`src/hw/rtl/sieve_nth_prime_top_assert.svh`:
```
// ----------------------------------------------------------------------------
// sieve_nth_prime_top_assert.svh - assertion macros
// Short forms for the concurrent checks of the sieve block. Each macro
// samples on clk and is disabled while arst_n is low.
// ----------------------------------------------------------------------------
`ifndef SIEVE_NTH_PRIME_TOP_ASSERT_SVH
`define SIEVE_NTH_PRIME_TOP_ASSERT_SVH

// Same-cycle implication.
`define SNP_ASSERT_NOW(label, ante, cons) \
	label: assert property (@(posedge clk) disable iff (!arst_n) (ante) |-> (cons)) \
		else $error("sieve_nth_prime check failed");

// Next-cycle implication.
`define SNP_ASSERT_NEXT(label, ante, cons) \
	label: assert property (@(posedge clk) disable iff (!arst_n) (ante) |=> (cons)) \
		else $error("sieve_nth_prime check failed");

`endif

```
`src/hw/rtl/snp_ram.sv`:
```
// ----------------------------------------------------------------------------
// snp_ram - generic single-write, single-read RAM
// One write port and one read port with registered read data.
// ----------------------------------------------------------------------------
module snp_ram #(
	parameter int WIDTH = 1,
	parameter int DEPTH = 16
) (
	input  logic                     clk,
	input  logic                     wr_en,
	input  logic [$clog2(DEPTH)-1:0] wr_addr,
	input  logic [WIDTH-1:0]         wr_data,
	input  logic [$clog2(DEPTH)-1:0] rd_addr,
	output logic [WIDTH-1:0]         rd_data
);

	logic [WIDTH-1:0] mem_q [DEPTH];
	logic [WIDTH-1:0] rd_data_q;

	// Write port and registered read port.
	always_ff @(posedge clk) begin
		if (wr_en) begin
			mem_q[wr_addr] <= wr_data;
		end
		rd_data_q <= mem_q[rd_addr];
	end

	assign rd_data = rd_data_q;

endmodule

```
`config.mk`:
```
export PLATFORM = sky130hd
export DESIGN_NAME = snp_ram
export DESIGN_NICKNAME = d
export VERILOG_FILES = /design/src/hw/rtl/sieve_nth_prime_top_assert.svh /design/src/hw/rtl/snp_ram.sv
export SDC_FILE = /design/constraint.sdc
export NUM_CORES = 1
export LEC_CHECK = 0
export ABC_CLOCK_PERIOD_IN_PS = 1100
export BUFFER_PORTS_ARGS = -buffer_cell sky130_fd_sc_hd__buf_2
export CORE_MARGIN = 3
export CORE_UTILIZATION = 51
export CTS_BUF_LIST = sky130_fd_sc_hd__clkbuf_2
export CTS_CLUSTER_SIZE = 25
export DETAILED_ROUTE_END_ITERATION = 12
export PLACE_DENSITY = 0.76
export SYNTH_ARGS = -nofsm -noshare
export SYNTH_HDL_FRONTEND = slang
export SYNTH_SLANG_ARGS = --single-unit
```
`constraint.sdc`:
```
create_clock -name clk -period 1.1 [get_ports clk]
set_input_delay 0.11 -clock clk [delete_from_list [all_inputs] [get_ports clk]]
set_output_delay 0.11 -clock clk [all_outputs]
set_load 0.1 [all_outputs]
```
After elaboration in Yosys (flattened, before gate mapping)
Memories as Yosys holds them, arrays and structs flattened. A register that Yosys moved wholly into a read port is not among the register bits.
Index checks and enable logic that the tools add are counted.

storage, ports and cells
  word-level logic and storage cells = 3
  input port bits = 11
  memory bits (writable) = 16
  memories = 1
  register bits = 0
  output and inout bits = 1

memories
  memory  words  width  rd ports  clocked after Yosys merged registers in  write ports  line           source
  mem_q   16     1      1         1                                        1            snp_ram.sv:17  logic [WIDTH-1:0] mem_q [DEPTH];

operators by class
  muxes and demuxes = 2

operator list
  cell    count
  $mux 1  2

Longest topological paths before layout
Gate-level depths: netlist of the first run.

  word-level depth = 2
  mapped depth = 3
  mapped depth without buffers = 3

Least setup slack after synthesis of the first run
Ideal clock, no wire load.

  kind = flip-flop to flip-flop
  start point = mem mem_q[13]
  end point = reg rd_data_q, in the netlist rd_data (read register of mem_q)
  clock period less this slack = 1.135 ns
  buffers on the path = 0
  arrival = 1.013 ns
  required time = 0.978 ns
  library setup time = 0.122 ns
  cell stages (with the launch flop) = 4
  slack = -0.035 ns
  cells stage by stage = edfxtp_1 mux4_1 mux2i_1 mux2i_1

RTL lines
  what                line           source
  start: declaration  snp_ram.sv:17
  end: declaration    snp_ram.sv:18  logic [WIDTH-1:0] rd_data_q;

==> impl_metrics.py, run 1 <==
metrics = {
    "run_status": {
        "status": "finished, violations left",
        "violations": "setup timing",
    },
    "global_route": {
        "grt_usage_pct": 13.67,
        "grt_pass1_wl_um": 1842,
        "antenna_found_initial": 0,
        "overflow": 0,
        "grt_pass1_vias": 431,
        "grt_max_degree": 17,
    },
    "logic_synthesis": {
        "ys_warn_count": 0,
        "syn_inst": 47,
        "synth_nets": 58,
        "synth_area_um2": 745.7,
        "yosysSeqAreaShare_pct": 67.11,
        "synth_seq_cells": 17,
        "synthDistinctLibCells": 11,
        "syn_avg_cell_area_um2": 15.87,
    },
    "drt": {
        "vias_per_cell": 5.620,
        "vias": 444,
        "wl_per_cell_um": 14.47,
        "drt-total-wl_um": 1143,
        "drt_iter0_drc": 11,
        "antenna_left": 0,
        "drc": 0,
        "first_pass_iters": 4,
    },
    "run": {
        "drv_cap": 0,
    },
    "clock_network": {
        "clkSinkCount": 17,
        "ctsHoldBuffers": 0,
        "h-tree-depth": 1,
        "cts_tree": "yes",
        "path_clk_slew_ps": 140,
        "cts_resized": 0,
        "postCtsSetupBuffers": 0,
        "clockBufferDepth": 2,
        "cts-root-buf": "clkbuf_2",
        "cts_buffers": 3,
        "clk_latency_ps": 280,
    },
    "placed_design": {
        "globalplace.congestion": 0.7701,
        "post-place-ws_ps": -133.2,
        "hpwlAfterDp_um": 876.4,
        "placement.io_buffers": 11,
        "dpl_cell_area_um2": 834.6,
    },
    "timing": {
        "setup_ws_ps": -97.91,
        "worst_pin_slew_ps": 245.7,
        "max_freq_mhz": 834.8,
        "rsz0062_at_grt": "true",
        "final.setup_skew_ps": 9.676,
        "finalCritPeriodShare_pct": 108.9,
        "hold_viol": 0,
        "slew_viol_final": 0,
        "setup_viol": 1,
        "min_period_ps": 1198,
        "fin_hold_ws_ps": 5.823,
        "slew-limit-headroom_pct": 83.50,
    },
    "setup_path": {
        "slowest_delay_ps": 470,
        "arrival_ps": 1380,
        "worstReg2RegStart": "mem_q[6]",
        "cp-startpoint": "mem_q[6]",
        "slowest_stage": "mux4_2",
        "crit_path_cell_trace": "mux4_2 > mux2i_1 > mux2i_1",
        "worst-setup-path-type": "register to register",
        "start_kind": "register",
        "cp_data_required_time_ps": 1290,
        "crit_path_end_kind": "register",
        "worst_path_most_repeated_cell": "mux2i_1",
        "crit_buf_inv": 0,
        "cp_max_fo": 1,
        "crit_family": "multiplexers",
    },
    "pwr": {
        "p_leak_nw": 0.3033,
        "irDropWorstVdd_v": 0.0007981,
        "total_power_mw": 1.144,
        "p_per_area_nw_per_um2": 1339,
    },
    "final_layout": {
        "drive_gt1_share_pct": 34.38,
        "diodes": 0,
        "final_cell_mix": "edfxtp_1, nor2_1, buf_2",
        "fin_nets": 76,
        "layout_commonest_cell": "edfxtp_1",
        "fillCellCount": 103,
        "syn_to_final_growth_pct": 14.60,
        "stdcell_area_um2": 854.6,
        "seqCellArea_um2": 500.5,
        "multi_input_area_um2": 230.2,
    },
    "min_path": {
        "worstHoldStart": "rd_addr[2]",
        "hold_path_class": "input port to register",
    },
    "die": {
        "rows": 13,
        "pin_count": 12,
        "dieArea_um2": 1957,
        "die_height_um": 44.24,
        "core_um2": 1334,
        "fp.dieW_um": 44.24,
        "start_util_pct": 55.91,
    },
}
## sequential cells by signal (all words and copies together) (netlist names)
| register | cells |
|---|---|
| mem_q | 16 |
| rd_data | 1 |
## layout make-up
| class | count | share of cell area, % |
|---|---|---|
| sequential | 17 | 58.57 |
| multi-input combinational | 30 | 26.94 |
| timing repair buffer | 13 | 9.956 |
| clock buffer | 4 | 2.343 |
| tap | 15 | 2.196 |
## stage by stage
| stage | cells | setup TNS (ps) | utilization [%] |
|---|---|---|---|
| after global routing | 79 | -169.9 | 64.07 |
| after detailed placement | 75 | -369.0 | 62.57 |
| after CTS | 79 | -106.5 | 64.07 |
| after global placement | 75 | -240.2 | 62.57 |
| final | 79 | -97.91 | 64.07 |
| after floorplan | 47 | -3.981 | - |
## kinds of logic (layout without fill, tap and decap cells)
logic type	count (synthesis)	count (layout)	synth area share, %
buffers and inverters	0	17	0
DFF	17	17	67.11
muxes	7	7	18.12
and+or+nand+nor	23	23	14.76
## worst paths after layout
check,end,slack [ps],cells after the start
setup / recovery,rd_data,-100,3
hold reg to reg,rd_data,770,3
hold / removal,rd_data,6,2
setup reg to reg,rd_data,-100,3
## power by group
part	internal (mW)	switching (mW)	total, mW
clock	0.0964	0.168	0.264
sequential	0.723	0.00643	0.730
combinational	0.0646	0.0854	0.150
## worst register-to-register path, delay by kind of cell, from the launching register on
family,cells,cell delay [ps]
multiplexers,3,720
flip-flops,1,400
## cell usage after synthesis (all sizes together)
master / number / area share [%]
dfxtp: 1 / 2.7
edfxtp: 16 / 64
mux2i: 3 / 4.0
mux4: 4 / 14
nand2: 1 / 0.50
nand2b: 2 / 1.7
nand3: 1 / 0.67
nand3b: 2 / 2.0
nor2: 12 / 6.0
nor3: 4 / 2.7
or3b: 1 / 1.2
## per-layer routing
metal	global-route usage, %	vias to the layer above	share of wire [%]
met5	0	-	0
met4	7.229	0	2.3
met3	2.439	4	7.4
met2	22.97	24	44
met1	16.71	202	46
li1	-	214	-
Power figures use the tool's default switching activity.
==> run 2, diff against run 1 <==
--- a/config.mk
+++ b/config.mk
@@ -6,13 +6,13 @@
 export NUM_CORES = 1
 export LEC_CHECK = 0
 export ABC_CLOCK_PERIOD_IN_PS = 1100
-export BUFFER_PORTS_ARGS = -buffer_cell sky130_fd_sc_hd__buf_2
-export CORE_MARGIN = 3
-export CORE_UTILIZATION = 51
+export CORE_MARGIN = 1.5
+export CORE_UTILIZATION = 57
 export CTS_BUF_LIST = sky130_fd_sc_hd__clkbuf_2
 export CTS_CLUSTER_SIZE = 25
 export DETAILED_ROUTE_END_ITERATION = 12
-export PLACE_DENSITY = 0.76
+export DONT_BUFFER_PORTS = 1
+export PLACE_DENSITY = 0.75
 export SYNTH_ARGS = -nofsm -noshare
 export SYNTH_HDL_FRONTEND = slang
 export SYNTH_SLANG_ARGS = --single-unit
==> run 2 against run 1 <==
The flow still finishes with violations (setup timing); cell area shrank 3.1%; sequential share of layout area grew 1.9 points; non-clock buffer count shrank 8; power shrank 2.0%; combinational power shrank 17%; critical path depth is the same; core utilization grew 7.6 points; sequential cell count is the same; global-route usage grew 5.5 points; critical endpoint unchanged; largest power group unchanged.
==> impl_metrics.py, run 2 (synthesis gave the netlist of run 1 again) <==
metrics = {
    "drt": {
        "drt-total-wl_um": 1111,
        "drt_iter0_drc": 16,
        "antenna_left": 0,
        "vias_per_cell": 6.114,
        "wl_per_cell_um": 15.87,
        "vias": 428,
        "first_pass_iters": 4,
        "drc": 0,
    },
    "pwr": {
        "total_power_mw": 1.121,
        "irDropWorstVdd_v": 0.0007312,
        "p_per_area_nw_per_um2": 1354,
        "p_leak_nw": 0.2711,
    },
    "setup_path": {
        "arrival_ps": 1370,
        "worstReg2RegStart": "mem_q[5]",
        "start_kind": "register",
        "r2r-end": "rd_data",
        "rrSetupSlack_ps": -90,
        "cp_max_fo": 1,
        "cp_data_required_time_ps": 1290,
        "worst-setup-path-type": "register to register",
        "r2r_cells": 3,
        "crit_path_end_kind": "register",
    },
    "timing": {
        "min_period_ps": 1186,
        "slew_viol_final": 0,
        "final.setup_skew_ps": 7.663,
        "max_freq_mhz": 843.4,
        "worst_pin_slew_ps": 454.1,
        "setup_viol": 1,
        "finalCritPeriodShare_pct": 107.8,
        "hold_viol": 0,
        "setup_tns_ps": -85.66,
        "rsz0062_at_grt": "true",
        "slew-limit-headroom_pct": 69.63,
        "setup_ws_ps": -85.66,
    },
    "final_layout": {
        "regMostFlops": "mem_q",
        "largest_register_ffs": 16,
        "syn_to_final_growth_pct": 11.07,
        "diodes": 0,
        "fin_nets": 68,
        "drive_gt1_share_pct": 17.86,
        "layout_commonest_cell": "edfxtp_1",
        "final_cell_mix": "edfxtp_1, nor2_1",
    },
    "run_status": {
        "status": "finished, violations left",
        "violations": "setup timing",
    },
    "clock_network": {
        "postCtsSetupBuffers": 0,
        "cts_buffers": 3,
        "path_clk_slew_ps": 150,
        "cts-root-buf": "clkbuf_2",
        "clkSinkCount": 17,
        "clk_latency_ps": 280,
        "h-tree-depth": 1,
        "cts_tree": "yes",
        "clockBufferDepth": 2,
    },
    "global_route": {
        "grt_pass1_wl_um": 1766,
        "overflow": 0,
        "grt_usage_pct": 19.13,
        "grt_max_degree": 17,
        "grt_pass1_vias": 437,
        "antenna_found_initial": 0,
    },
    "die": {
        "fp.dieW_um": 39.17,
        "pin_count": 12,
        "dieArea_um2": 1534,
        "start_util_pct": 64.50,
        "die_height_um": 39.17,
        "rows": 12,
        "core_um2": 1156,
    },
    "min_path": {
        "hold_depth": 2,
        "hold_path_class": "input port to register",
        "worstHoldStart": "rd_addr[3]",
        "min_to": "rd_data",
    },
    "placed_design": {
        "globalplace.congestion": 0.7519,
        "hpwlAfterDp_um": 836.8,
        "placement.io_buffers": 0,
    },
    "run": {
        "drv_cap": 0,
    },
}
## run 2: cell types whose count changed in the layout (fill, tap and decap cells not counted)
| cell | before | now |
|---|---|---|
| dlygate4sd3_1 | 0 | 4 |
| buf_4 | 2 | 0 |
| buf_2 | 10 | 0 |
## run 2: layer usage
metal / wire length, um / vias up / share of wire, % / global-route usage [%]
li1: - / 199 / - / -
met1: 439 / 206 / 40 / 20.72
met2: 578 / 21 / 52 / 31.67
met3: 80 / 2 / 7.2 / 7.514
met4: 14 / 0 / 1.3 / 10.34
met5: 0 / - / 0 / 0
## run 2: layout make-up
cell class                 count  area, um^2
clock buffer                   4       20.02
fill                          70       327.8
multi-input combinational     30       230.2
sequential                    17       500.5
tap                           14       17.52
timing repair buffer           5       60.06
## run 2: through the flow
step           setup slack (ps)  util (%)  instance area [um^2]  std cells  hold WS [ps]
2_1_floorplan            -3.981         -                 730.7         47         208.9
3_3_place_gp             -40.82     66.45                 768.2         62         209.6
3_5_place_dp             -96.66     66.45                 768.2         62         209.6
4_1_cts                  -110.3     69.91                 808.3         68         16.86
5_1_grt                  -125.5     71.65                 828.3         70         6.704
6_report                 -85.66     71.65                 828.3         70         23.68
## run 2: what timing repair did
item,CTS,global route
endpoints found under the hold margin,17,2
resized for setup,0,0
setup endpoints to repair,1,1
hold buffers,2,2
## run 2: worst max path at each step
stage,from,depth (start not counted),slack [ps],endpoint
2_1_floorplan,mem_q[15],3,-4,rd_data
3_3_place_gp,mem_q[14],3,-40,rd_data
3_5_place_dp,mem_q[5],3,-100,rd_data
4_1_cts,mem_q[5],3,-110,rd_data
5_1_grt,mem_q[12],3,-130,rd_data
6_report,mem_q[5],3,-90,rd_data
## run 2: where the power goes
part / internal, mW / switching, mW
Sequential: 0.723 / 0.00646
Combinational: 0.0579 / 0.0666
Clock: 0.0964 / 0.171
Total: 0.878 / 0.244
## run 2: critical path, stage by stage, from the launching register on
cell and delay, ps:
edfxtp_1 410, mux4_2 460, mux2i_1 150, mux2i_1 90
