**config.mk**
```make
export PLATFORM = sky130hd
export DESIGN_NAME = snp_scan
export DESIGN_NICKNAME = d
export VERILOG_FILES = /design/src/hw/rtl/sieve_nth_prime_top_assert.svh /design/src/hw/rtl/snp_pkg.sv /design/src/hw/rtl/snp_scan.sv
export SDC_FILE = /design/constraint.sdc
export NUM_CORES = 1
export LEC_CHECK = 0
export ABC_AREA = 1
export BUFFER_PORTS_ARGS = -buffer_cell sky130_fd_sc_hd__buf_2
export CAP_MARGIN = 20
export CORE_MARGIN = 2
export CORE_UTILIZATION = 58
export DETAILED_ROUTE_END_ITERATION = 8
export PLACE_DENSITY_LB_ADDON = 0.05
export SETUP_SLACK_MARGIN = 0.05
export SYNTH_ARGS = -nofsm -noshare
export SYNTH_HDL_FRONTEND = slang
export SYNTH_SLANG_ARGS = --single-unit
```
**constraint.sdc**
```tcl
create_clock -name clk -period 2.8 [get_ports clk]
set_input_delay 0.56 -clock clk [delete_from_list [all_inputs] [get_ports clk]]
set_output_delay 0.56 -clock clk [all_outputs]
set_load 0.05 [all_outputs]
```
**src/hw/rtl/sieve_nth_prime_top_assert.svh**
```systemverilog
// ----------------------------------------------------------------------------
// sieve_nth_prime_top_assert.svh - assertion macros
// Short forms for the concurrent checks of the sieve block. Each macro
// samples on clk and is disabled while arst_n is low.
// ----------------------------------------------------------------------------
`ifndef SIEVE_NTH_PRIME_TOP_ASSERT_SVH
`define SIEVE_NTH_PRIME_TOP_ASSERT_SVH

// Same-cycle implication.
`define SNP_ASSERT_NOW(label, ante, cons) \
	label: assert property (@(posedge clk) disable iff (!arst_n) (ante) |-> (cons)) \
		else $error("sieve_nth_prime check failed");

// Next-cycle implication.
`define SNP_ASSERT_NEXT(label, ante, cons) \
	label: assert property (@(posedge clk) disable iff (!arst_n) (ante) |=> (cons)) \
		else $error("sieve_nth_prime check failed");

`endif

```
**src/hw/rtl/snp_pkg.sv**
```systemverilog
// ----------------------------------------------------------------------------
// snp_pkg - shared constants of the N-th prime lookup block
// Field widths and the default size of the composite map.
// ----------------------------------------------------------------------------
package snp_pkg;

	// Default number of entries in the composite map.
	localparam int SIEVE_SIZE_DEFAULT = 65536;

	// Width of the query index field.
	localparam int INDEX_W = 16;

	// Width of the returned prime.
	localparam int VALUE_W = 16;

endpackage

```
**src/hw/rtl/snp_scan.sv**
```systemverilog
// ----------------------------------------------------------------------------
// snp_scan - answers one query by scanning the composite map
// Reads one map entry a cycle from 0 upward, counts unmarked entries and
// stops at the N-th one or at the end of the map.
// ----------------------------------------------------------------------------
module snp_scan
	import snp_pkg::*;
#(
	parameter int SIEVE_SIZE = SIEVE_SIZE_DEFAULT
) (
	input  logic                          clk,
	input  logic                          arst_n,
	input  logic                          accept,
	input  logic [INDEX_W-1:0]            prime_index,
	input  logic                          rd_data,
	output logic [$clog2(SIEVE_SIZE)-1:0] rd_addr,
	output logic                          scan_busy,
	output logic                          done,
	output logic [VALUE_W-1:0]            prime_value,
	output logic                          not_found
);

	localparam int AW = $clog2(SIEVE_SIZE);
	localparam logic [AW-1:0] LAST_ADDR = AW'(SIEVE_SIZE - 1);

	typedef enum logic {
		SC_IDLE,
		SC_RUN
	} scan_state_t;

	scan_state_t state_q;
	logic               issue_q;
	logic [AW-1:0]      k_q;
	logic               vld_s1;
	logic [AW-1:0]      k_s1;
	logic [INDEX_W-1:0] want_q;
	logic [INDEX_W-1:0] seen_q;
	logic [INDEX_W-1:0] seen_inc;
	logic               done_q;
	logic [VALUE_W-1:0] value_q;
	logic               miss_q;
	logic               hit;
	logic               fits;

	assign seen_inc = seen_q + INDEX_W'(1);
	assign hit      = vld_s1 && !rd_data && (seen_inc == want_q);
	assign fits     = ((k_s1 >> VALUE_W) == '0);

	// Scan sequencer with one read stage in flight.
	always_ff @(posedge clk or negedge arst_n) begin
		if (!arst_n) begin
			state_q <= SC_IDLE;
			issue_q <= 1'b0;
			vld_s1  <= 1'b0;
			done_q  <= 1'b0;
			miss_q  <= 1'b0;
			k_q     <= '0;
			k_s1    <= '0;
			want_q  <= '0;
			seen_q  <= '0;
			value_q <= '0;
		end else begin
			done_q <= 1'b0;
			case (state_q)
				SC_IDLE: begin
					vld_s1 <= 1'b0;
					if (accept) begin
						if (prime_index == '0) begin
							done_q  <= 1'b1;
							value_q <= '0;
							miss_q  <= 1'b1;
						end else begin
							want_q  <= prime_index;
							seen_q  <= '0;
							k_q     <= '0;
							issue_q <= 1'b1;
							state_q <= SC_RUN;
						end
					end
				end
				SC_RUN: begin
					// Issue the next read.
					vld_s1 <= issue_q;
					k_s1   <= k_q;
					if (issue_q) begin
						k_q <= k_q + 1'b1;
						if (k_q == LAST_ADDR) begin
							issue_q <= 1'b0;
						end
					end
					// Check the entry read in the previous cycle.
					if (hit) begin
						done_q  <= 1'b1;
						value_q <= fits ? VALUE_W'(k_s1) : '0;
						miss_q  <= !fits;
						issue_q <= 1'b0;
						vld_s1  <= 1'b0;
						state_q <= SC_IDLE;
					end else if (vld_s1 && (k_s1 == LAST_ADDR)) begin
						done_q  <= 1'b1;
						value_q <= '0;
						miss_q  <= 1'b1;
						issue_q <= 1'b0;
						vld_s1  <= 1'b0;
						state_q <= SC_IDLE;
					end else if (vld_s1 && !rd_data) begin
						seen_q <= seen_inc;
					end
				end
				default: begin
					state_q <= SC_IDLE;
				end
			endcase
		end
	end

	assign rd_addr     = k_q;
	assign scan_busy   = (state_q == SC_RUN);
	assign done        = done_q;
	assign prime_value = value_q;
	assign not_found   = miss_q;

endmodule

```
After elaboration in Yosys (flattened, before gate mapping)
Index checks and enable logic that the tools add are counted.
- word-level logic and storage cells: 73
- flip-flop bits (word level): 85
- input port bits: 20
- output and inout bits: 35
- add/subtract/negate cells: 2
- eq/ne operators: 11
- bitwise gates (word level): 2
- muxes and demuxes: 38
- reductions and logical operators: 10
- operators by type and width (operator ; count):
    16-bit 2-to-1 mux ; 10
    16-bit one-hot mux with 2 select lines ; 3
    16-bit by 1-bit adder with 16-bit output (second input constant) ; 2
    16-bit == test (second input constant) ; 2
    1-bit 2-to-1 mux ; 20
    16-bit == test ; 1
    16-bit logical NOT ; 1
    2-bit inequality test (second input constant) ; 5
    1-bit one-hot mux with 2 select lines ; 5
    3-bit AND reduction ; 3
    5-bit AND reduction ; 1
    2-bit by 1-bit inequality test with 1-bit output (second input constant) ; 2
    1-bit logical AND ; 3
    3-bit by 1-bit inequality test with 1-bit output (second input constant) ; 1
    1-bit NOT ; 2
    2-bit AND reduction ; 1
    1-bit logical NOT ; 1

Depth between registers and ports, before layout
- word-level depth: 6
- gate-level depth with buffers: 17
- mapped depth without buffers: 16

Worst setup path after synthesis
OpenSTA, ideal clock, no wires.
- kind: register to register
- start point: register state_q (netlist: scan_busy)
- end point: register seen_q[10]
- stages on the path, launching flop included: 7
- library setup time: 0.065 ns
- arrival time: 2.125 ns
- period minus slack after synthesis: 2.191 ns
- path buffers: 2
- path slack: 0.609 ns
- required time: 2.735 ns
- path through: dfrtp_1 > inv_1 > buf_2 > o31ai_1 > buf_2 > nand3_1 > nand2_1
- cells in the longest elaborated chain, start to end: 3
- elaborated cells on any way between the ends: 8
- those cells by class: 5 x eq/ne; 1 x mux; 1 x bitwise; 1 x reduce/logical
- RTL lines (what ; RTL line ; RTL):
    from (decl) ; snp_scan.sv:31 ; scan_state_t state_q;
    from (signal assigned) ; snp_scan.sv:52 ; state_q <= SC_IDLE;
    from (signal assigned) ; snp_scan.sv:77 ; state_q <= SC_RUN;
    from (signal assigned) ; snp_scan.sv:98 ; state_q <= SC_IDLE;
    1-bit NOT (no source line) ; n/a ;
    2-bit inequality test (no source line) ; n/a ;
    5-bit AND reduction (no source line) ; n/a ;
    to (signal assigned) ; snp_scan.sv:107 ; seen_q <= seen_inc;
    to (decl) ; snp_scan.sv:37 ; logic [INDEX_W-1:0] seen_q;
Parallel ways exist; a longest one is shown, timed or not.
A chain may end at the register's enable or synchronous reset.

Worst setup path in the final report
- start point: register seen_q[0]
- end point: register seen_q[1]
- cells in the longest elaborated chain, start to end: 5
- elaborated cells on any way between the ends: 9
- those cells by class: 1 x add/sub; 2 x eq/ne; 4 x mux; 2 x reduce/logical
- RTL lines (what ; RTL line ; RTL):
    16-bit by 1-bit adder with 16-bit output * ; snp_scan.sv:45 ; assign seen_inc = seen_q + INDEX_W'(1);
    16-bit == test / 16-bit 2-to-1 mux (equally long branches) ; snp_scan.sv:46, snp_scan.sv:106 ;
    1-bit logical AND / 16-bit 2-to-1 mux (equally long branches) ; snp_scan.sv:46, snp_scan.sv:99 ;
    2-bit inequality test (no source line) / 16-bit 2-to-1 mux (equally long branches) ; n/a ;
    5-bit AND reduction (no source line) / 16-bit one-hot mux with 2 select lines (equally long branches) ; n/a ;
Mark *: on every way between the ends. The rest lies on a longest branch, timed or not. The select of a mux whose other input is x is not followed.

==> results.sh <==
export IMPL_status="completed"
export IMPL_track_usage_pct=26.3
export IMPL_crit_fanout=16
export IMPL_finalCritPeriodShare_pct=86.8
export IMPL_cts_setup_buffers=0
export IMPL_ys_types=30
export IMPL_cp_arrival_ns=2.72
export IMPL_relSlewSlack_pct=54.9
export IMPL_criticalPathCategory="register to register"
export IMPL_routedWlPerCell_um=13.6
export IMPL_grt_pass1_vias=3665
export IMPL_port_buffers=54
export IMPL_yosysWarnings=0
export IMPL_rsz0062_at_grt="no"
export IMPL_synthArstFlopShare_pct=100
export IMPL_syn_area_per_cell_um2=7.43
export IMPL_nFillCells=684
export IMPL_worstMarginPinSlew_ns=0.670
export IMPL_fp_dieW_um=92.1
export IMPL_die_y_um=92.1
export IMPL_clk_pin_slew_ns=0.09
export IMPL_setup_tns_ns=0
export IMPL_synthesis_instances=606
export IMPL_ys_seq_area_share_pct=47.2
export IMPL_synth_ff_type="dfrtp_1"
export IMPL_grt_util_met3_pct=5.59
export IMPL_cp_required_ns=3.09
export IMPL_grt_busiest_layer="met1"
export IMPL_globalplace_congestion=0.932
export IMPL_synthToLayoutAreaGrowth_pct=12.2
export IMPL_crit_family="simple AND/OR/NAND/NOR gates"
export IMPL_antenna_cells=0
export IMPL_synthesis_area_um2=4510
export IMPL_hold_slack_ns=0.230
export IMPL_root_buffer="clkbuf_8"
export IMPL_cts_buffers=9
export IMPL_globalRouteMet1Util_pct=40.3
export IMPL_grtUsageMet2_pct=37.7
export IMPL_vias=4063
export IMPL_grt_max_degree=55
export IMPL_register_area_um2=2130
export IMPL_fmax_mhz=411
export IMPL_path_cells="ha_1, nand3_1, nor2_2, nand3_1, nand2_1, nand2_1, nand2_1, nand2_1, nor2_1, nand3_1, nor2_1, nand2_2, nand2_4, nand2_1, nand2_1"
export IMPL_drv_slew=0
export IMPL_multi_input_area_um2=2020
export IMPL_ys_seq_elements=85
export IMPL_totalPowerFinal_uw=3790
export IMPL_clockBufferDepth=2
export IMPL_coreArea_um2=7610
export IMPL_routed_wl_mm=10.5
export IMPL_cts_tree="done"
export IMPL_setup_viol=0
export IMPL_post_synth_top_area_fraction_pct=47.2
export IMPL_synth_edf_count=0
export IMPL_critPathCaptureType="register"
export IMPL_fp_row_count=32
export IMPL_via_per_inst=5.30
export IMPL_critical_path_buf_inv_count=0
export IMPL_ir_drop_mv=0.451
export IMPL_nets=682
export IMPL_grt_pass1_wl_mm=17.4
export IMPL_hold_violations=0
export IMPL_cp_common_cell="nand2_1"
export IMPL_final_util_pct=66.4
export IMPL_fp_dieArea_um2=8490
export IMPL_initial_utilization_pct=59.2
export IMPL_power_leakage_uw=0.00272
export IMPL_post_route_drc_count=0
export IMPL_min_path_type="primary input to async pin"
export IMPL_synth_top_cell_by_area="dfrtp_1"
export IMPL_drt_initial_drc_count=243
export IMPL_synthTopCellsByArea="dfrtp_1, nand2_1, inv_1, nand3_1, o21ai_0"
export IMPL_dr_pass1_iters=5
export IMPL_htree_levels=3
export IMPL_syn_num_nets=628
export IMPL_cts_resized=0
export IMPL_powerDensity_nw_per_um2=749
export IMPL_cp_slowest_cell="dfrtp_1"
export IMPL_cts_sinks=85
export IMPL_max_stage_delay_ns=0.45
export IMPL_fin_skew_ns=0.0135
export IMPL_insertion_delay_ns=0.36
export IMPL_startpoint_type="register"
export IMPL_drtAntennaViolNets=0
export IMPL_antenna_found_initial=0
export IMPL_drive_gt1_share_pct=14.9
export IMPL_ios=55
export IMPL_dp_hpwl_mm=7.73
export IMPL_post_route_min_period_ns=2.43
export IMPL_ctsHoldBuffers=0
export IMPL_overflow=0
export IMPL_max_cap_viol_count=0
-- worst reg2reg max path, stage by stage, from the launching register on --
cell,delay (ns)
dfrtp_1,0.45
ha_1,0.24
nand3_1,0.15
nor2_2,0.21
nand3_1,0.12
nand2_1,0.11
nand2_1,0.07
nand2_1,0.06
nand2_1,0.05
nor2_1,0.11
nand3_1,0.11
nor2_1,0.14
nand2_2,0.20
nand2_4,0.23
nand2_1,0.08
nand2_1,0.06
-- logic make-up (layout without fill, tap and decap cells) --
group                    Yosys count  after routing  share of synthesized area, %
AO/OA/AOI/OAI                     62             62                          7.55
adder cells (fa/ha/maj)            2              2                         0.555
buffers and inverters             90            149                          8.14
flip-flops                        85             85                          47.2
AND/OR/NAND/NOR                  367            367                          36.5
-- final timing paths --
check                                           startpoint                    endpoint  slack (ns)  depth (start not counted)
max in group asynchronous                           arst_n       seen_q[1]$_DFFE_PN0P_        1.94                          2
min in group clk                            prime_index[2]       want_q[2]$_DFFE_PN0P_        0.46                          3
worst min register to register  prime_value[5]$_DFFE_PN0P_  prime_value[5]$_DFFE_PN0P_        0.47                          2
worst max-delay path                 seen_q[0]$_DFFE_PN0P_       seen_q[1]$_DFFE_PN0P_        0.37                         15
worst max register to register       seen_q[0]$_DFFE_PN0P_       seen_q[1]$_DFFE_PN0P_        0.37                         15
worst min-delay path                                arst_n       not_found$_DFFE_PN0P_        0.23                          1
-- cell usage after synthesis (2+ instances only) --
| cell type | n |
|---|---|
| a21oi_1 | 14 |
| buf_2 | 5 |
| buf_6 | 3 |
| clkbuf_1 | 8 |
| dfrtp_1 | 85 |
| ha_1 | 2 |
| inv_1 | 73 |
| nand2_1 | 215 |
| nand2_2 | 7 |
| nand2_4 | 3 |
| nand3_1 | 52 |
| nand3b_1 | 5 |
| nand4_1 | 21 |
| nor2_1 | 44 |
| nor2_2 | 5 |
| nor2_4 | 4 |
| nor3_1 | 5 |
| nor4_1 | 2 |
| o21ai_0 | 41 |
| o31ai_1 | 2 |
-- per-stage QoR --
step,instances,cell area (um2),worst slack (ns)
finish,767,5050,0.370
global route,767,5050,0.0866
CTS,766,5050,0.393
detailed placement,750,4860,0.361
global placement,750,4860,0.401
floorplan,606,4510,0.609
-- routing by layer --
metal,routed length [um],vias to the layer above
met3,641,14
met5,0,-
li1,-,2040
met4,105,0
met2,4550,129
met1,5160,1880
-- cells in the final DEF, fill, tap and decap left out, types with 2 or more instances in the layout --
cell and count:
dfrtp_1 85, nor2_4 4, buf_2 53, ha_1 2
a21oi_1 14, nand4_1 21, nor3_1 5, nor2_1 44
buf_4 5, nand2_2 7, nor2_2 5, o21ai_0 41
nor4_1 2, inv_6 2, clkbuf_8 10, nand3_1 52
nand3b_1 5, inv_1 73, nand2_4 3, nand2_1 215
-- power breakdown --
part / total (uW) / switching, uW / internal, uW
logic: 1210 / 836 / 377
registers: 1760 / 274 / 1490
clock network: 813 / 455 / 358
-- registers in the layout, indices dropped and copies added, names as in the netlist --
signal / flops
not_found: 1
prime_value: 16
seen_q: 16
vld_s1: 1
issue_q: 1
k_s1: 16
scan_busy: 1
rd_addr: 16
done: 1
want_q: 16
-- area by class of cell --
cell class                      instances  share of cell area, %
Clock inverter                          5                  0.817
Inverter                               74                   5.50
Timing Repair Buffer                   59                   6.39
Clock buffer                           11                   2.80
Sequential cell                        85                   42.1
Multi-Input combinational cell        431                   39.9
Tap cell                              102                   2.52
Note: power is estimated with default switching activity, not from simulation.
