$ cat config.mk
export PLATFORM = sky130hd
export DESIGN_NAME = snp_sieve
export DESIGN_NICKNAME = d
export VERILOG_FILES = /design/src/hw/rtl/sieve_nth_prime_top_assert.svh /design/src/hw/rtl/snp_pkg.sv /design/src/hw/rtl/snp_sieve.sv
export SDC_FILE = /design/constraint.sdc
export NUM_CORES = 1
export LEC_CHECK = 0
export CAP_MARGIN = 0
export CORE_ASPECT_RATIO = 0.9
export CORE_MARGIN = 2
export CORE_UTILIZATION = 50
export CTS_CLUSTER_SIZE = 16
export DETAILED_ROUTE_END_ITERATION = 6
export DONT_BUFFER_PORTS = 1
export PLACE_DENSITY = 0.65
export SETUP_SLACK_MARGIN = 0.3
export SLEW_MARGIN = 20
export SYNTH_ARGS = -nofsm -noshare
export SYNTH_HDL_FRONTEND = slang
export SYNTH_SLANG_ARGS = --single-unit
$ cat constraint.sdc
create_clock -name clk -period 5.21 [get_ports clk]
set_input_delay 1.042 -clock clk [delete_from_list [all_inputs] [get_ports clk]]
set_output_delay 1.042 -clock clk [all_outputs]
set_load 0.01 [all_outputs]
$ cat src/hw/rtl/sieve_nth_prime_top_assert.svh
// ----------------------------------------------------------------------------
// sieve_nth_prime_top_assert.svh - assertion macros
// Short forms for the concurrent checks of the sieve block. Each macro
// samples on clk and is disabled while arst_n is low.
// ----------------------------------------------------------------------------
`ifndef SIEVE_NTH_PRIME_TOP_ASSERT_SVH
`define SIEVE_NTH_PRIME_TOP_ASSERT_SVH

// Same-cycle implication.
`define SNP_ASSERT_NOW(label, ante, cons) \
	label: assert property (@(posedge clk) disable iff (!arst_n) (ante) |-> (cons)) \
		else $error("sieve_nth_prime check failed");

// Next-cycle implication.
`define SNP_ASSERT_NEXT(label, ante, cons) \
	label: assert property (@(posedge clk) disable iff (!arst_n) (ante) |=> (cons)) \
		else $error("sieve_nth_prime check failed");

`endif

$ cat src/hw/rtl/snp_pkg.sv
// ----------------------------------------------------------------------------
// snp_pkg - shared constants of the N-th prime lookup block
// Field widths and the default size of the composite map.
// ----------------------------------------------------------------------------
package snp_pkg;

	// Default number of entries in the composite map.
	localparam int SIEVE_SIZE_DEFAULT = 65536;

	// Width of the query index field.
	localparam int INDEX_W = 16;

	// Width of the returned prime.
	localparam int VALUE_W = 16;

endpackage

$ cat src/hw/rtl/snp_sieve.sv
// ----------------------------------------------------------------------------
// snp_sieve - builds the composite map after reset
// Clears the map one entry a cycle (marking 0 and 1), then runs the Sieve
// of Eratosthenes with one adder stepping through multiples.
// ----------------------------------------------------------------------------
module snp_sieve
	import snp_pkg::*;
#(
	parameter int SIEVE_SIZE = SIEVE_SIZE_DEFAULT
) (
	input  logic                          clk,
	input  logic                          arst_n,
	input  logic                          rd_data,
	output logic                          wr_en,
	output logic [$clog2(SIEVE_SIZE)-1:0] wr_addr,
	output logic                          wr_data,
	output logic [$clog2(SIEVE_SIZE)-1:0] rd_addr,
	output logic                          sieve_done
);

	localparam int AW = $clog2(SIEVE_SIZE);
	localparam logic [AW-1:0] LAST_ADDR = AW'(SIEVE_SIZE - 1);
	localparam logic [AW:0]   SIZE_W    = (AW + 1)'(SIEVE_SIZE);

	typedef enum logic [2:0] {
		SV_CLEAR,
		SV_PREAD,
		SV_PTEST,
		SV_MARK,
		SV_DONE
	} sieve_state_t;

	sieve_state_t state_q;
	logic [AW-1:0] clr_q;
	logic [AW-1:0] p_q;
	logic [AW:0]   sq_q;
	logic [AW:0]   m_q;
	logic [AW:0]   m_next;
	logic [AW:0]   sq_next;

	// Next multiple and next square ((p+1)^2 = p^2 + 2p + 1).
	assign m_next  = m_q + {1'b0, p_q};
	assign sq_next = sq_q + {p_q, 1'b1};

	// Sequencer.
	always_ff @(posedge clk or negedge arst_n) begin
		if (!arst_n) begin
			state_q <= SV_CLEAR;
			clr_q   <= '0;
			p_q     <= AW'(2);
			sq_q    <= (AW + 1)'(4);
			m_q     <= '0;
		end else begin
			case (state_q)
				SV_CLEAR: begin
					clr_q <= clr_q + 1'b1;
					if (clr_q == LAST_ADDR) begin
						state_q <= SV_PREAD;
					end
				end
				SV_PREAD: begin
					if (sq_q >= SIZE_W) begin
						state_q <= SV_DONE;
					end else begin
						state_q <= SV_PTEST;
					end
				end
				SV_PTEST: begin
					if (!rd_data) begin
						m_q     <= sq_q;
						state_q <= SV_MARK;
					end else begin
						p_q     <= p_q + 1'b1;
						sq_q    <= sq_next;
						state_q <= SV_PREAD;
					end
				end
				SV_MARK: begin
					if (m_next >= SIZE_W) begin
						p_q     <= p_q + 1'b1;
						sq_q    <= sq_next;
						state_q <= SV_PREAD;
					end else begin
						m_q <= m_next;
					end
				end
				SV_DONE: begin
					state_q <= SV_DONE;
				end
				default: begin
					state_q <= SV_CLEAR;
				end
			endcase
		end
	end

	// Map write port: clearing pass, then marking of multiples.
	always_comb begin
		wr_en   = 1'b0;
		wr_addr = clr_q;
		wr_data = 1'b0;
		case (state_q)
			SV_CLEAR: begin
				wr_en   = 1'b1;
				wr_addr = clr_q;
				wr_data = (clr_q < AW'(2));
			end
			SV_MARK: begin
				wr_en   = 1'b1;
				wr_addr = m_q[AW-1:0];
				wr_data = 1'b1;
			end
			default: begin
				wr_en = 1'b0;
			end
		endcase
	end

	assign rd_addr    = p_q;
	assign sieve_done = (state_q == SV_DONE);

endmodule

### After elaboration in Yosys (flattened, before gate mapping)

Cells that the tools add are included.

* output and inout port bits: 35
* register bits: 69
* logic and storage cells: 45

* reduce and logical (&&, ||, !) cells: 6
* magnitude comparators: 3
* $add $sub $neg: 4
* eq/ne operators: 10
* muxes and demuxes: 17

Operator list (number)
* two-way mux 17 bit: 4
* one-hot mux 17 bit (2 select lines): 2
* two-way mux 16 bit: 3
* >= comparator 17 bit, second input constant: 2
* adder 16 x 1 -> 16 bit, second input constant: 2
* one-hot mux 16 bit (2 select lines): 1
* adder 17 x 16 -> 17 bit: 1
* adder 17 bit: 1
* == test 16 bit, second input constant: 1
* < comparator 16 x 2 -> 1 bit, second input constant: 1
* one-hot mux 3 bit (5 select lines): 1
* inequality test 2 bit, second input constant: 5
* two-way mux 3 bit: 3
* == test 3 x 2 -> 1 bit, second input constant: 2
* AND reduction 3 bit: 2
* == test 3 x 1 -> 1 bit, second input constant: 1
* == test 3 bit, second input constant: 1
* zero test 3 bit: 1
* two-way mux 2 bit: 1
* one-hot mux 1 bit (2 select lines): 1
* AND reduction 2 bit: 1
* nonzero test 2 bit: 1
* OR reduction 2 bit: 1
* two-way mux 1 bit: 1

### Depth between registers and ports, before layout

Gate-level depths: netlist of the first run.

* word-level depth: 4
* depth in mapped cells: 12
* gate-level depth less buffers: 10

### Worst setup path after synthesis of the first run

No wires, ideal clock.

* kind: register to register
* start: reg p_q[0], in the netlist rd_addr[0]
* end: reg m_q[14]
* path slack: 2.366 ns
* setup time: 0.127 ns
* stages on the path, launching flop included: 11
* arrival: 2.716 ns
* period minus slack after synthesis: 2.844 ns
* required time: 5.083 ns
* path buffers: 1
* cells stage by stage: dfrtp_1 > ha_1 > inv_1 > fa_1 > nor2b_4 > o31a_1 > o21ai_0 > a311o_2 > nor3_4 > buf_6 > mux2_1

* longest elaborated chain between the ends: 4

Ends and longest elaborated chain
* start: declaration: RTL line snp_sieve.sv:35 `logic [AW-1:0] p_q;`
* start signal: assignment: RTL line snp_sieve.sv:73 `p_q <= p_q + 1'b1;`
* start signal: assignment: RTL line snp_sieve.sv:80 `p_q <= p_q + 1'b1;`
* adder 17 x 16 -> 17 bit *: RTL line snp_sieve.sv:42 `assign m_next = m_q + {1'b0, p_q};`
* >= comparator 17 bit: RTL line snp_sieve.sv:79 `if (m_next >= SIZE_W) begin`
* inequality test 2 bit (no line)
* AND reduction 3 bit (no line)
* end signal: assignment: RTL line snp_sieve.sv:70 `m_q <= sq_q;`
* end signal: assignment: RTL line snp_sieve.sv:84 `m_q <= m_next;`
* end: declaration: RTL line snp_sieve.sv:37 `logic [AW:0] m_q;`

Every way passes the cells marked *; elsewhere a longest branch is shown, timed or not. The select of a mux whose other input is x is not followed.
A chain may end at the register's enable or synchronous reset.

### Worst setup path in the final report of the first run

* start: reg p_q[0], in the netlist rd_addr[0]
* end: reg sq_q[13]

* longest elaborated chain between the ends: 4

Ends and longest elaborated chain
* adder 17 x 16 -> 17 bit: RTL line snp_sieve.sv:42
* >= comparator 17 bit: RTL line snp_sieve.sv:79
* inequality test 2 bit (no line)
* AND reduction 3 bit (no line)
* end signal: assignment: RTL line snp_sieve.sv:51 `sq_q <= (AW + 1)'(4);`
* end signal: assignment: RTL line snp_sieve.sv:74 `sq_q <= sq_next;`
* end signal: assignment: RTL line snp_sieve.sv:81 `sq_q <= sq_next;`
* end: declaration: RTL line snp_sieve.sv:36 `logic [AW:0] sq_q;`

Several ways; a longest one is shown, not always the timed one. The select of a mux whose other input is x is not followed.

==> flow_summary_export.csv, run 1 <==
group,metric,value,unit
clock_tree,cts_tree,"done",
global_routing,met1_usage,33.67,%
final_layout,n_antenna_cell,0,
critical_path,worstPathCellList,"ha_1 -> inv_1 -> fa_1 -> nor2b_4 -> o31a_1 -> o21ai_0 -> a311o_2 -> o21ai_2 -> mux2_2",
placement,dp_slack,1.542,ns
critical_path,crit_slowest_cell,"o21ai_2",
floorplanning,placementRows,34,
global_routing,grt_max_degree,70,
synth,synth_edf_count,0,
global_routing,antenna_found_initial,0,
synth,syn_inst,516,
global_routing,grt_use_met3,4.292,%
sta,setup_violations,0,
sta,fmax,272.0,MHz
clock_tree,cts_setup_buffers,0,
outcome,outcome,"finished, final reports clean",
final_layout,nets,551,
critical_path,required,5.43,ns
route,drc_errors,0,
sta,period_needed,3.676,ns
clock_tree,clk_latency,0.34,ns
route,dr.first_iter.drc_count,306,
global_routing,grt_pass1_wl,18660,µm
floorplanning,die_x,108.0,µm
final_layout,finalNonFillerCells,644,
critical_path,crit_path_end_kind,"flip-flop",
final_layout,drive_gt1_share,10.81,%
sta,worst_slack,1.534,ns
sta,skew,0.01188,ns
placement,post-dp-hpwl,8204,µm
route,vias,3735,
critical_path,cp.arrival,3.90,ns
route,via_per_inst,5.800,
job,maxCapViolations,0,
clock_tree,cts_num_sinks,69,
sta,relSlewSlack,28.12,%
synth,synth_warnings,0,
power,total_power,2396,µW
global_routing,grt_pass1_vias,3614,
placement,place_congestion,0.8640,
critical_path,start_kind,"flip-flop",
placement,io_buffers,0,
route,antenna_left,0,
floorplanning,initial_core_util,50.81,%
final_layout,fillCellCount,910,
global_routing,grt-busiest-layer,"met2",
synth,synth_nets,554,
floorplanning,ios,38,
critical_path,cp_max_fo,24,
sta,fin_crit_sh,70.56,%
clock_tree,cts_hold_buffers,0,
power,power.density,468.3,nW/µm²
synth,synth-async-reset-ratio,100.0,%
clock_tree,htreeDepth,3,
critical_path,cp_slowest_stage_delay,0.84,ns
clock_tree,cts-resized-gates,0,
route,wirelength,10930,µm
synth,synth_cell_types,63,
global_routing,use_met2,33.82,%
synth,mappedNetlistArea,4863,µm²
sta,max_slew.worst_pin.slew,1.078,ns
clock_tree,ctsRootBufferMaster,"clkbuf_8",
sta,final_hold_viol_count,0,
critical_path,crit_type,"reg2reg",
route,wl_per_cell,16.98,µm
floorplanning,die_area,10530,µm²
sta,setup_tns,0,ns
clock_tree,clkTransAtPathRegs,0.07,ns
synth,postSynthAreaPerCell,9.425,µm²
hold_path,hold_class,"in2async",
synth,synthFlopType,"dfrtp_1",
sta,hold_slack,0.3902,ns
placement,dp_cells,628,
clock_tree,clockBufferDepth,2,
global_routing,grtUsageTotal,22.54,%
floorplanning,die_y,97.57,µm
floorplanning,core,9572,µm²
synth,synth-seq-cells,69,
sta,rsz0062_at_grt,"no",
power,p_leak,0.002330,µW
sta,finalMaxSlewViolations,0,
power,vdd_drop_max,212.4,µV
clock_tree,cts-buffers-inserted,9,
synth,seq_area_frac_synth,35.55,%
critical_path,critPathTopFamily,"compound AO/OA/AOI/OAI gates",
route,firstDrtPassIters,4,
final_layout,area_growth,5.223,%
critical_path,worst-path-buf-inv,1,
global_routing,grt-ovfl-total,0,
-- final cells by class --
type | count | area, µm² | area share, %
clock buffers | 11 | 141.4 | 2.763
clock inverters | 5 | 50.05 | 0.9780
inverters | 14 | 52.55 | 1.027
multi-input cells | 415 | 2957 | 57.78
flip-flops and latches | 69 | 1729 | 33.79
well taps | 126 | 157.7 | 3.081
repair buffers | 4 | 30.03 | 0.5868
-- cells by family (layout without fill, tap and decap cells) --
group / after synthesis / after routing / synth area share (%)
XOR/XNOR: 55 / 55 / 9.905
buffers and inverters: 32 / 34 / 3.653
AO/OA/AOI/OAI: 132 / 132 / 17.37
multiplexers: 31 / 31 / 6.921
adder cells (fa/ha/maj): 35 / 35 / 9.313
flip-flops: 69 / 69 / 35.55
AND/OR/NAND/NOR: 162 / 162 / 17.29
-- through the flow --
step / utilization [%] / cell area, µm²
finish: 53.46 / 5117
global route: 53.46 / 5117
CTS: 53.46 / 5117
detailed placement: 51.46 / 4926
global placement: 51.46 / 4926
floorplan: - / 4863
-- cell usage after synthesis, types with 3 or more instances --
master      n  area share [%]
and3_1      6            0.77
mux2i_1    10             2.1
a21oi_1    44             4.5
nand2b_1   10             1.3
o21ai_1     3            0.31
a21boi_0    3            0.46
nand3b_1    3            0.46
a21o_1      6            0.93
nand3_1    11             1.1
clkbuf_1    7            0.54
o21bai_1    3            0.46
xor2_1     21             3.8
ha_1       33             8.5
mux2_2     20             4.6
a31oi_1     5            0.64
nor3_2      3            0.62
xnor2_1    34             6.1
o21a_1      4            0.62
and2_1      3            0.39
nor4_1      4            0.51
a211oi_1    5            0.77
nor3_1      7            0.72
o21ai_0    34             3.5
nor2_1     34             2.6
a2111oi_0   3            0.54
or3_1       3            0.39
nand4_1     9             1.2
and4_1      3            0.54
buf_6       7             1.6
inv_1      14             1.1
dfrtp_1    67              34
nor2b_1     8             1.0
o31ai_1     3            0.46
nand2_1    50             3.9
-- report_power, final --
| part | switching (µW) | internal, µW | total (µW) |
|---|---|---|---|
| clock | 201 | 231 | 432 |
| sequential | 242 | 689 | 931 |
| combinational | 565 | 467 | 1030 |
| total | 1010 | 1390 | 2400 |
-- worst paths after layout --
kind                            slack [ns]              startpoint  depth (start not counted)                   end
worst max-delay path                  1.53  rd_addr[0]$_DFFE_PN0P_                          9  sq_q[13]$_DFFE_PN0P_
worst min-delay path                  0.39                  arst_n                          0  clr_q[4]$_DFFE_PN0P_
worst max register to register        1.53  rd_addr[0]$_DFFE_PN0P_                          9  sq_q[13]$_DFFE_PN0P_
worst min register to register        0.51     sq_q[2]$_DFFE_PN1P_                          2   sq_q[2]$_DFFE_PN1P_
max in group asynchronous             4.63                  arst_n                          0   sq_q[2]$_DFFE_PN1P_
min in group clk                      0.51     sq_q[2]$_DFFE_PN1P_                          2   sq_q[2]$_DFFE_PN1P_
-- layout by cell type, fill, tap and decap left out, types with 3 or more instances in the layout --
cell type and instances:
nor2_1 34, and3_1 6, nand3_1 11, ha_1 33, o31ai_1 3, nor3_1 7, nand3b_1 3, a211oi_1 5
a21boi_0 3, nand2b_1 10, nand2_1 50, o21a_1 4, nand4_1 9, a31oi_1 5, o21ai_0 34, xor2_1 21
nor4_1 4, dfrtp_1 67, nor3_2 3, clkbuf_8 10, and4_1 3, mux2i_1 10, o21bai_1 3, mux2_2 20
and2_1 3, a2111oi_0 3, nor2b_1 8, a21oi_1 44, a21o_1 6, or3_1 3, xnor2_1 34, buf_4 4
o21ai_1 3, inv_1 14, clkinv_2 4
-- metal layers --
layer,routed length [µm],part of all wire (%)
met1,5422,50
met3,553,5.1
met2,4845,44
met5,0,0
met4,110,1.0
-- registers in the layout, indices dropped and copies added (netlist names) --
| register | cells |
|---|---|
| rd_addr | 16 |
| sq_q | 17 |
| m_q | 17 |
| state_q | 3 |
| clr_q | 16 |
Note: power is estimated with default switching activity, not from simulation.
==> run 2: changes to the inputs <==
PLACE_DENSITY = 0.68   (was 0.65)
clock period = 3.1 ns   (was 5.21 ns; I/O delays follow)
==> run 2 against run 1 <==
  * Global-route usage is 0.89 points higher
  * Count of clock-buffer cells in the layout stayed put
  * Cell count increased by 4.2%
  * Final area is 8.1% higher
  * Non-clock buffer count increased by 27
  * Combinational power grew 96%
  * Clock skew decreased by 0.0037 ns
  * Largest power group unchanged
==> flow_summary_export.csv, run 2 (same netlist as run 1, synthesis figures left out) <==
group,metric,value,unit
clock_tree,clk_latency,0.34,ns
final_layout,final_common_cell,"dfrtp_1",
power,vdd_drop_max,311.0,µV
route,wirelength,11710,µm
final_layout,n_antenna_cell,0,
clock_tree,cts_num_sinks,69,
critical_path,crit_type,"reg2reg",
route,via_per_inst,5.838,
final_layout,drive_gt1_share,18.17,%
global_routing,grt_pass1_wl,19510,µm
clock_tree,cts_tree,"done",
final_layout,nets,578,
route,dr.first_iter.drc_count,177,
route,vias,3917,
global_routing,grt-ovfl-total,0,
sta,max_slew.worst_pin.slew,0.7412,ns
outcome,outcome,"finished, final reports clean",
critical_path,cp_max_fo,7,
job,maxCapViolations,0,
placement,place_congestion,0.9455,
global_routing,grtUsageTotal,23.42,%
route,drc_errors,0,
clock_tree,clkTransAtPathRegs,0.08,ns
power,p_leak,0.002537,µW
power,p_seq_share,34.1,%
floorplanning,die_y,97.57,µm
placement,dp_cells,645,
sta,fmax,362.7,MHz
sta,final_hold_viol_count,0,
power,p_clk_share,19.5,%
route,firstDrtPassIters,4,
placement,io_buffers,0,
critical_path,crit_path_end_kind,"flip-flop",
route,antenna_left,0,
global_routing,grt_pass1_vias,3829,
clock_tree,ctsRootBufferMaster,"clkbuf_8",
critical_path,cp_slowest_stage_delay,0.52,ns
final_layout,area_growth,13.79,%
placement,post-dp-hpwl,8459,µm
power,sw_frac_of_total,40.88,%
floorplanning,core,9572,µm²
route,wl_per_cell,17.45,µm
clock_tree,htreeDepth,3,
power,p_sw,1778,µW
clock_tree,clockBufferDepth,2,
sta,fin_crit_sh,88.95,%
sta,setup_tns,0,ns
hold_path,hold_class,"in2async",
critical_path,worst-path-buf-inv,1,
floorplanning,placementRows,34,
sta,setup_violations,0,
global_routing,grt_max_degree,68,
final_layout,fin_util,57.82,%
critical_path,critPathTopFamily,"compound AO/OA/AOI/OAI gates",
final_layout,top_regs,"m_q: 17 flops, sq_q: 17 flops",
critical_path,worstPathCellList,"ha_1 -> o21a_1 -> o31a_1 -> o211a_1 -> a311o_2 -> o21ai_4 -> buf_12 -> mux2_2",
critical_path,cp.arrival,2.99,ns
sta,period_needed,2.757,ns
sta,skew,0.008151,ns
global_routing,antenna_found_initial,0,
clock_tree,cts-buffers-inserted,9,
final_layout,finalNonFillerCells,671,
sta,relSlewSlack,50.20,%
power,p_comb_share,46.5,%
floorplanning,initial_core_util,50.81,%
critical_path,crit_slowest_cell,"dfrtp_1",
power,power.density,786.1,nW/µm²
critical_path,start_kind,"flip-flop",
power,p_int,2572,µW
floorplanning,ios,38,
sta,rsz0062_at_grt,"yes",
final_layout,layout_common_cells,"65 x dfrtp_1, 50 x nand2_1, 42 x a21oi_1, 34 x nor2_1, 34 x xnor2_1",
critical_path,required,3.33,ns
sta,finalMaxSlewViolations,0,
floorplanning,die_area,10530,µm²
floorplanning,die_x,108.0,µm
[run 2: final cells by class]
cell class | count | area (µm²)
Fill cell | 858 | 4038
Multi-Input combinational cell | 415 | 3015
Sequential cell | 69 | 1732
Timing Repair Buffer | 31 | 342.8
Tap cell | 126 | 157.7
Clock buffer | 11 | 151.4
Clock inverter | 5 | 82.58
Inverter | 14 | 52.55
[run 2: layer usage]
layer | up-vias | GRT usage (%) | wire length [µm]
met2 | 81 | 36.87 | 5427
met4 | 0 | 6.607 | 155
met5 | - | 0 | 0
met1 | 1911 | 33.21 | 5557
met3 | 12 | 3.890 | 571
li1 | 1913 | - | -
[run 2: path summary, 6_finish.rpt]
path                            slack, ns  cells past startpoint                     end                    from
max in group asynchronous            2.64                      1  rd_addr[0]$_DFFE_PN0P_                  arst_n
min in group clk                     0.45                      2  state_q[1]$_DFFE_PN0P_                 rd_data
worst max-delay path                 0.34                      8    sq_q[13]$_DFFE_PN0P_  rd_addr[3]$_DFFE_PN0P_
worst max register to register       0.34                      8    sq_q[13]$_DFFE_PN0P_  rd_addr[3]$_DFFE_PN0P_
worst min-delay path                 0.11                      0     sq_q[2]$_DFFE_PN1P_                  arst_n
worst min register to register       0.51                      2     sq_q[2]$_DFFE_PN1P_     sq_q[2]$_DFFE_PN1P_
[run 2: power groups by stage]
stage	clock (µW)	combinational, µW	sequential (µW)
global route	900	2270	1520
finish	846	2020	1480
CTS	858	1980	1480
detailed placement	0	1870	1490
floorplan	0	1510	1400
global placement	0	1820	1480
[run 2: stage by stage]
| stage | setup slack, ns | area (µm²) | power, µW | hold slack, ns |
|---|---|---|---|---|
| 2_1_floorplan | 0.3425 | 4865 | 2907 | 0.3244 |
| 3_3_place_gp | 0.2858 | 5067 | 3301 | 0.3264 |
| 3_5_place_dp | 0.1987 | 5067 | 3361 | 0.3264 |
| 4_1_cts | 0.2660 | 5472 | 4309 | 0.09789 |
| 5_1_grt | 0.2627 | 5534 | 4685 | 0.09141 |
| 6_report | 0.3425 | 5534 | 4350 | 0.1103 |
[run 2: repair_timing]
| item | 4_1_cts | 5_1_grt |
|---|---|---|
| hold endpoints to repair | 67 | 0 |
| endpoints found under the setup margin | 25 | 64 |
| hold buffers | 1 | 0 |
| cloned | 2 | 0 |
| pin swaps | 4 | 6 |
| resized for setup | 6 | 17 |
| buffers inserted | 4 | 3 |
==> run 3: changes to the inputs <==
--- a/config.mk
+++ b/config.mk
@@ -10,3 +10,3 @@
 export CORE_MARGIN = 2
-export CORE_UTILIZATION = 50
+export CORE_UTILIZATION = 55
 export CTS_CLUSTER_SIZE = 16
@@ -14,3 +14,3 @@
 export DONT_BUFFER_PORTS = 1
-export PLACE_DENSITY = 0.68
+export PLACE_DENSITY = 0.73
 export SETUP_SLACK_MARGIN = 0.3
==> constraint.sdc (replaced) <==
create_clock -name clk -period 3.1 [get_ports clk]
set_input_delay 0.31 -clock clk [delete_from_list [all_inputs] [get_ports clk]]
set_output_delay 0.31 -clock clk [all_outputs]
set_load 0.01 [all_outputs]
==> run 3 against run 2 <==
  * Non-clock buffer count grew 5
  * Power shrank 4.1%
  * Setup slack gained 0.050 ns
  * Final area shrank 0.75%
  * Highest routed layer unchanged
==> flow_summary_export.csv, run 3 (same netlist as run 1, synthesis figures left out) <==
group,metric,value,unit
critical_path,crit_end,"rd_addr[13]$_DFFE_PN0P_",
final_layout,final_common_cell,"dfrtp_1",
floorplanning,die_y,93.21,µm
clock_tree,cts-buffers-inserted,9,
sta,fin_crit_sh,87.35,%
critical_path,cp_slowest_stage_delay,0.41,ns
critical_path,cp.arrival,2.98,ns
critical_path,reg2reg_to,"rd_addr[13]$_DFFE_PN0P_",
sta,setup_tns,0,ns
power,p_leak,0.002527,µW
global_routing,grtUsageTotal,24.54,%
sta,fmax,369.3,MHz
floorplanning,die_area,9612,µm²
sta,finalMaxSlewViolations,0,
final_layout,nets,583,
sta,period_needed,2.708,ns
route,antenna_left,0,
final_layout,drive_gt1_share,18.00,%
placement,place_congestion,1.009,
route,drc_errors,0,
clock_tree,clk_latency,0.34,ns
floorplanning,die_x,103.1,µm
floorplanning,core,8568,µm²
critical_path,r2r_slack,0.39,ns
global_routing,grt_pass1_vias,3799,
global_routing,grt_pass1_wl,18420,µm
clock_tree,clockBufferDepth,2,
placement,post-dp-hpwl,8169,µm
sta,rsz0062_at_grt,"yes",
floorplanning,placementRows,32,
global_routing,grt_max_degree,70,
critical_path,r2r_start,"rd_addr[11]$_DFFE_PN0P_",
sta,setup_violations,0,
sta,skew,0.004625,ns
sta,relSlewSlack,55.51,%
route,via_per_inst,5.982,
power,power.density,759.5,nW/µm²
sta,max_slew.worst_pin.slew,0.6623,ns
clock_tree,htreeDepth,3,
critical_path,start_kind,"flip-flop",
critical_path,worstPathCellList,"ha_2 -> a21o_1 -> o21bai_4 -> a221oi_4 -> mux2i_4 -> o21ai_4 -> buf_12 -> buf_4 -> nor3_2 -> xnor2_1",
global_routing,antenna_found_initial,0,
power,vdd_drop_max,326.4,µV
clock_tree,cts_tree,"done",
global_routing,grt-ovfl-total,0,
critical_path,crit_type,"reg2reg",
final_layout,n_antenna_cell,0,
critical_path,crit_path_end_kind,"flip-flop",
final_layout,area_growth,12.94,%
route,vias,4002,
critical_path,required,3.37,ns
floorplanning,initial_core_util,56.76,%
clock_tree,ctsRootBufferMaster,"clkbuf_8",
final_layout,layout_common_cells,"66 x dfrtp_1, 50 x nand2_1, 42 x a21oi_1, 34 x nor2_1, 34 x xnor2_1",
route,firstDrtPassIters,6,
job,maxCapViolations,0,
route,dr.first_iter.drc_count,169,
critical_path,worst_r2r_path_depth,10,
final_layout,top_regs,"m_q: 17 flops, sq_q: 17 flops",
clock_tree,clkTransAtPathRegs,0.07,ns
floorplanning,ios,38,
clock_tree,cts_num_sinks,69,
route,wl_per_cell,17.03,µm
critical_path,cp_max_fo,7,
critical_path,crit_slowest_cell,"dfrtp_1",
placement,io_buffers,0,
critical_path,startpoint,"rd_addr[11]$_DFFE_PN0P_",
power,total_power,4172,µW
sta,final_hold_viol_count,0,
route,wirelength,11400,µm
hold_path,hold_class,"in2reg",
outcome,outcome,"finished, final reports clean",
run 3: cell count changes in the layout (fill, tap and decap cells not counted), moves of 2 or more:
cell	change
bufinv_16	-2
buf_6	-2
o21ai_1	-2
clkinv_4	-2
clkinv_2	+2
o21ai_0	+2
buf_4	+6
run 3: worst min-delay path by stage:
stage,start,end,depth (start not counted)
after detailed placement,arst_n,clr_q[2]$_DFFE_PN0P_,0
after global routing,rd_data,state_q[1]$_DFFE_PN0P_,2
final,rd_data,state_q[1]$_DFFE_PN0P_,2
after floorplan,arst_n,clr_q[0]$_DFFE_PN0P_,0
after global placement,arst_n,clr_q[3]$_DFFE_PN0P_,0
after CTS,rd_data,state_q[1]$_DFFE_PN0P_,2
run 3: critical path, delay by kind of cell, from the launching register on:
kind	cells	cell delay, ns
and+or+nand+nor	1	0.18
muxes	1	0.32
xor gates and xnor gates	1	0.13
buffers and inverters	2	0.30
adders and majority gates	1	0.35
AOI/OAI and AO/OA	4	0.93
DFF	1	0.41
run 3: power by group:
group	leakage, µW	internal, µW	switching, µW
logic	0.00155	917	1110
clock network	0.0000921	330	330
registers	0.000886	1160	325
run 3: cell type report:
| class | count | area, µm² |
|---|---|---|
| clock buffer | 12 | 155.1 |
| clock inverter | 4 | 22.52 |
| fill | 695 | 3075 |
| inverter | 14 | 52.55 |
| multi-input combinational | 415 | 3020 |
| sequential | 69 | 1730 |
| tap | 119 | 148.9 |
| timing repair buffer | 36 | 362.8 |
run 3: repair_timing:
action,in CTS,in global routing
buffers inserted,9,3
setup endpoints to repair,20,50
pin swaps,4,9
cloned,1,0
hold buffers,2,0
resized for setup,7,12
endpoints found under the hold margin,69,0
run 3: through the flow:
stage / utilization (%) / hold WS (ns) / area (µm²) / std cells / setup WS, ns
after floorplan: - / 0.01441 / 4865 / 516 / 0.3425
after global placement: 59.04 / 0.01603 / 5059 / 638 / 0.2886
after detailed placement: 59.04 / 0.01582 / 5059 / 638 / 0.2075
after CTS: 63.32 / 0.1372 / 5425 / 666 / 0.3038
after global routing: 64.11 / 0.1319 / 5493 / 669 / 0.2721
final: 64.11 / 0.1449 / 5493 / 669 / 0.3923
run 3: per-layer routing:
| layer | up-vias | wire (µm) | GRT usage [%] |
|---|---|---|---|
| li1 | 1924 | - | - |
| met1 | 1910 | 5115 | 33.73 |
| met2 | 143 | 5194 | 38.10 |
| met3 | 25 | 847 | 6.203 |
| met4 | 0 | 236 | 7.566 |
| met5 | - | 0 | 0 |
